## config.mk

```make
export PLATFORM = sky130hd
export DESIGN_NAME = fld_bres_step
export DESIGN_NICKNAME = d
export VERILOG_FILES = /design/src/hw/rtl/framebuffer_line_draw_defines.svh /design/src/hw/rtl/fld_pkg.sv /design/src/hw/rtl/fld_bres_step.sv
export SDC_FILE = /design/constraint.sdc
export NUM_CORES = 1
export LEC_CHECK = 0
export ABC_AREA = 1
export BUFFER_PORTS_ARGS = -buffer_cell sky130_fd_sc_hd__buf_2
export CAP_MARGIN = 20
export CORE_UTILIZATION = 40
export DETAILED_ROUTE_END_ITERATION = 8
export PLACE_DENSITY = 0.75
export SLEW_MARGIN = 20
export SYNTH_ARGS = -nofsm -noshare
export SYNTH_HDL_FRONTEND = slang
export SYNTH_SLANG_ARGS = --single-unit
export TNS_END_PERCENT = 10
```

## constraint.sdc

```tcl
create_clock -name vclk -period 14.75
set_clock_uncertainty 0.1 [all_clocks]
set_input_delay 2.2125 -clock vclk [all_inputs]
set_output_delay 2.2125 -clock vclk [all_outputs]
set_load 0.01 [all_outputs]
```

## src/hw/rtl/framebuffer_line_draw_defines.svh

```systemverilog
// Assertion macros for the line-draw engine.
// Depends on i_clk and i_rst_n being visible in the including module.
`ifndef FRAMEBUFFER_LINE_DRAW_DEFINES_SVH
`define FRAMEBUFFER_LINE_DRAW_DEFINES_SVH

// Consequent checked in the same cycle as the antecedent.
`define FLD_ASSERT_NOW(label, ante, cons, msg) \
    label: assert property (@(posedge i_clk) disable iff (!i_rst_n) (ante) |-> (cons)) \
        else $error(msg);

// Consequent checked in the cycle after the antecedent.
`define FLD_ASSERT_NEXT(label, ante, cons, msg) \
    label: assert property (@(posedge i_clk) disable iff (!i_rst_n) (ante) |=> (cons)) \
        else $error(msg);

`endif

```

## src/hw/rtl/fld_pkg.sv

```systemverilog
// Shared types, codes and constants of the line-draw engine.
// No dependencies; used by every module of the block.
`default_nettype none

package fld_pkg;

    localparam int SCREEN_WIDTH  = 128;
    localparam int SCREEN_HEIGHT = 64;
    localparam int STORE_DEPTH   = 1024;
    localparam int ADDR_BITS     = $clog2(STORE_DEPTH);
    localparam int DATA_BITS     = 8;
    localparam int CNT_BITS      = 8;   // a line holds at most SCREEN_WIDTH on-screen points
    localparam int TOUCH_BITS    = 12;
    localparam logic [DATA_BITS-1:0] LEFT_BIT = 8'h80;

    typedef enum logic [1:0] {
        OP_LINE  = 2'd0,
        OP_READ  = 2'd1,
        OP_CLEAR = 2'd2,
        OP_NONE  = 2'd3
    } t_opcode;

    typedef enum logic [1:0] {
        PEN_NONE   = 2'd0,
        PEN_CLEAR  = 2'd1,
        PEN_SET    = 2'd2,
        PEN_INVERT = 2'd3
    } t_pen;

    typedef enum logic [7:0] {
        S_INIT  = 8'b0000_0001,
        S_IDLE  = 8'b0000_0010,
        S_SETUP = 8'b0000_0100,
        S_ERR   = 8'b0000_1000,
        S_PLOT  = 8'b0001_0000,
        S_MOD   = 8'b0010_0000,
        S_READ  = 8'b0100_0000,
        S_CLEAR = 8'b1000_0000
    } t_state;

    typedef struct packed {
        logic on_screen;
        logic at_end;
    } t_step_flags;

    function automatic logic [DATA_BITS-1:0] apply_pen(
        input logic [DATA_BITS-1:0] data,
        input logic [DATA_BITS-1:0] mask,
        input t_pen                 pen
    );
        logic [DATA_BITS-1:0] res;
        case (pen)
            PEN_CLEAR: res = data & ~mask;
            PEN_SET:   res = data | mask;
            default:   res = data ^ mask;
        endcase
        return res;
    endfunction

endpackage

`default_nettype wire

```

## src/hw/rtl/fld_bres_step.sv

```systemverilog
// Bresenham step unit: next point, error term, byte address and pixel mask.
// Depends on fld_pkg; shared by every point of a line walk.
`default_nettype none

module fld_bres_step #(
    parameter int COORD_BITS = 12
) (
    input  wire logic signed [COORD_BITS:0]   i_x,
    input  wire logic signed [COORD_BITS:0]   i_y,
    input  wire logic signed [COORD_BITS:0]   i_xe,
    input  wire logic signed [COORD_BITS:0]   i_ye,
    input  wire logic signed [COORD_BITS+2:0] i_err,
    input  wire logic        [COORD_BITS-1:0] i_dx,
    input  wire logic        [COORD_BITS-1:0] i_dy,
    input  wire logic                         i_x_dec,
    input  wire logic                         i_y_dec,
    output logic signed      [COORD_BITS:0]   o_x,
    output logic signed      [COORD_BITS:0]   o_y,
    output logic signed      [COORD_BITS+2:0] o_err,
    output logic             [fld_pkg::ADDR_BITS-1:0] o_addr,
    output logic             [fld_pkg::DATA_BITS-1:0] o_mask,
    output fld_pkg::t_step_flags              o_flags
);

    localparam int W = COORD_BITS + 1;
    localparam int E = COORD_BITS + 3;

    logic signed [E-1:0] dx_e;
    logic signed [E-1:0] dy_e;
    logic signed [E-1:0] err_px;
    logic                take_x;
    logic                take_y;

    assign dx_e   = $signed({{(E-COORD_BITS){1'b0}}, i_dx});
    assign dy_e   = $signed({{(E-COORD_BITS){1'b0}}, i_dy});
    assign err_px = i_err + dx_e;

    // err > -dx and err < dy
    assign take_x = (err_px > $signed(E'(0)));
    assign take_y = (i_err < dy_e);

    assign o_err = i_err - (take_x ? dy_e : $signed(E'(0)))
                         + (take_y ? dx_e : $signed(E'(0)));

    assign o_x = take_x ? (i_x_dec ? i_x - W'(1) : i_x + W'(1)) : i_x;
    assign o_y = take_y ? (i_y_dec ? i_y - W'(1) : i_y + W'(1)) : i_y;

    assign o_flags.on_screen = (i_x >= $signed(W'(0)))
                            && (i_x <  $signed(W'(fld_pkg::SCREEN_WIDTH)))
                            && (i_y >= $signed(W'(0)))
                            && (i_y <  $signed(W'(fld_pkg::SCREEN_HEIGHT)));
    assign o_flags.at_end = (i_x == i_xe) && (i_y == i_ye);

    // Split layout: row bits 4:0 pick the 32-byte line, row bit 5 the right half.
    assign o_addr = {i_y[4:0], i_y[5], i_x[6:3]};
    assign o_mask = fld_pkg::LEFT_BIT >> i_x[2:0];

endmodule

`default_nettype wire

```

==> run summary <==
Post-Synth XOR/XNOR Area: 11.95%
Hold EP: o_addr[5]
Sequential power share: 0%
Die X-Extent: 102.4 um
Final ANT Viol Nets: 0
Storage cell area: 0 um2
Final max-slew violation count: 0
Setup TNS: 0 ns
# diodes: 0
Largest net degree at the start of global routing: 26
Post-cts resize count: 0
DR vias/cell: 4.841
Post-CTS setup buffers: 0
Remaining global-route overflow: 0
DP Cell Count: 953
Leakage power: 2.903 nW
Peak supply drop: 0.03368 mV
Die area: 0.01048 mm2
Antenna violations before repair: 0
Max-Cap Viols: 0
Number of sequential cells: 0
DRT iter0 DRCs: 161
Post-synthesis adder-cell area fraction: 27.00%
Slew headroom: 53.43%
Hold Path Origin: i_y[0]
Hpwl dp: 9.303 mm
Residual DRC: 0
Top-area cell type share of the netlist area: 19.55%
CP arrival: 6.65 ns
Hold depth: 2
Fin crit period: 8.960 ns
# clk buffers: 0
First-pass GRT wire length: 17.19 mm
Mapped Nets: 854
Area Growth Syn to Fin: 20.33%
Avg WL per Cell: 11.17 um
Unrepaired setup endpoints after global routing: no
Routability cong.: 0.8747
Hold slack: 4.577 ns
Setup CP Type: input pin to output pin
Starting Density: 41.24%
Share of layout cells above drive strength 1: 20.37%
Via Count: 4613
Fmax: 0.1116 GHz
Period Utilization, post-route: 60.74%
Synthesis Warnings: 0
Hold Vio Cnt, Final: 0
Synth area leaders: ha_1 20%, nand2_1 17%, inv_1 11%, fa_1 7.4%, nand3_1 6.8%
Hold buffers post-CTS: 0
Io pins: 154
Final setup fails: 0
Post-synth cell types: 39
Worst-path maximum fanout: 25
Startpoint types: input pin
Switching Share: 58.55%
Post-Syn Instances: 683
Mapped cell area: 0.004031 mm2
Clock power share: 0%
Compound-Gate Fraction of Synth Area: 12.01%
Avg Cell Area, Syn: 5.902 um2
Final WL: 10.64 mm
Simple-gate area share of the yosys netlist: 35.13%
Synth area leader: ha_1
P per Cell Area: 53.50 mW/mm2
P_sw: 0.1520 mW
Top cells by count, synth: 179 x nand2_1, 114 x inv_1, 63 x ha_1, 55 x nand3_1, 53 x nor2_1
Largest family of logic cells by synthesized area: simple AND/OR/NAND/NOR gates
Most frequent cell after synthesis: nand2_1
Core box area: 0.009774 mm2
Number of global-route vias before repair: 4008
Required @ worst endpoint: 12.44 ns
Status: finished, final reports clean
Final non-filler cell total: 953
Slew @ Worst Pin: 0.6969 ns
Logic gate share of total power: 100.0%
Hold WC Path Type: input pin to output pin
GRT Resource Usage Total: 19.61%
First drt pass iteration count: 5
Sequential element share of the synthesized area: 0%
Die Y: 102.4 um
Cell row count: 36
Net total in the final layout: 993
Pint: 0.1076 mW
Mux contribution to synthesized area: 0%
CP endpoint kind: output pin
Port Buf Inserts: 154
power by group through the flow:
stage / Clock [mW] / Sequential, mW / Combinational (mW)
after floorplan: 0 / 0 / 0.179
after global placement: 0 / 0 / 0.257
after detailed placement: 0 / 0 / 0.259
after CTS: 0 / 0 / 0.260
after global routing: 0 / 0 / 0.295
final: 0 / 0 / 0.260
kinds of logic (layout without fill, tap and decap cells):
family	count (synthesis)	count (layout)
XOR/XNOR	55	55
AND/OR/NAND/NOR	329	329
adder cells (fa/ha/maj)	78	78
buffers and inverters	135	272
AO/OA/AOI/OAI	86	86
worst max-delay path, cell delays in order:
cell	delay (ns)
buf_2	0.13
ha_1	0.25
fa_1	0.44
nand3_1	0.14
nand2_1	0.11
nand3_1	0.11
nand3_1	0.11
nand2_1	0.09
nand3b_1	0.07
nor2_1	0.14
nand3_2	0.31
nand2_4	0.38
nor2_1	0.11
fa_1	0.52
fa_1	0.48
inv_1	0.07
nand3_1	0.06
nand2_1	0.10
nand3_1	0.07
nand2_1	0.15
a21o_1	0.17
nand3_1	0.07
nand2_1	0.08
xor2_1	0.13
buf_2	0.14
through the flow:
stage | cell area, um2 | setup slack, ns | power, mW | utilization, %
detailed placement | 4851 | 5.794 | 0.2588 | 49.63
CTS | 4851 | 5.793 | 0.2603 | 49.63
global placement | 4851 | 5.776 | 0.2570 | 49.63
global route | 4851 | 5.394 | 0.2952 | 49.63
finish | 4851 | 5.790 | 0.2595 | 49.63
floorplan | 4031 | 6.711 | 0.1794 | -
worst max-delay path by stage:
stage / startpoint / end / slack (ns) / cells after the start
after floorplan: i_err[0] / o_err[12] / 6.71 / 24
after global placement: i_err[0] / o_err[12] / 5.78 / 25
after detailed placement: i_err[0] / o_err[12] / 5.79 / 25
after CTS: i_err[0] / o_err[12] / 5.79 / 25
after global routing: i_err[0] / o_err[12] / 5.39 / 25
final: i_err[0] / o_err[12] / 5.79 / 25
final cells by class:
type               instances  area [um2]
fillers                 1061        4923
inverters                118       442.9
multi-input cells        548        3471
well taps                133       166.4
repair buffers           154       770.7
cells in the final DEF, fill, tap and decap left out, types with 24 or more instances in the layout:
master / count
inv_1: 114
nand3_1: 55
a21oi_1: 44
nor2_1: 53
xnor2_1: 28
buf_2: 154
o21ai_0: 24
xor2_1: 27
nand2_1: 179
ha_1: 63
layer usage:
metal	vias up	routed length, um	global-route usage, %	share of wire [%]
li1	2473	-	-	-
met2	125	4994	34.74	47
met3	6	443	0.8208	4.2
met1	2009	5143	27.45	48
met5	-	0	0	0
met4	0	60	1.099	0.56
Power figures use the tool's default switching activity.
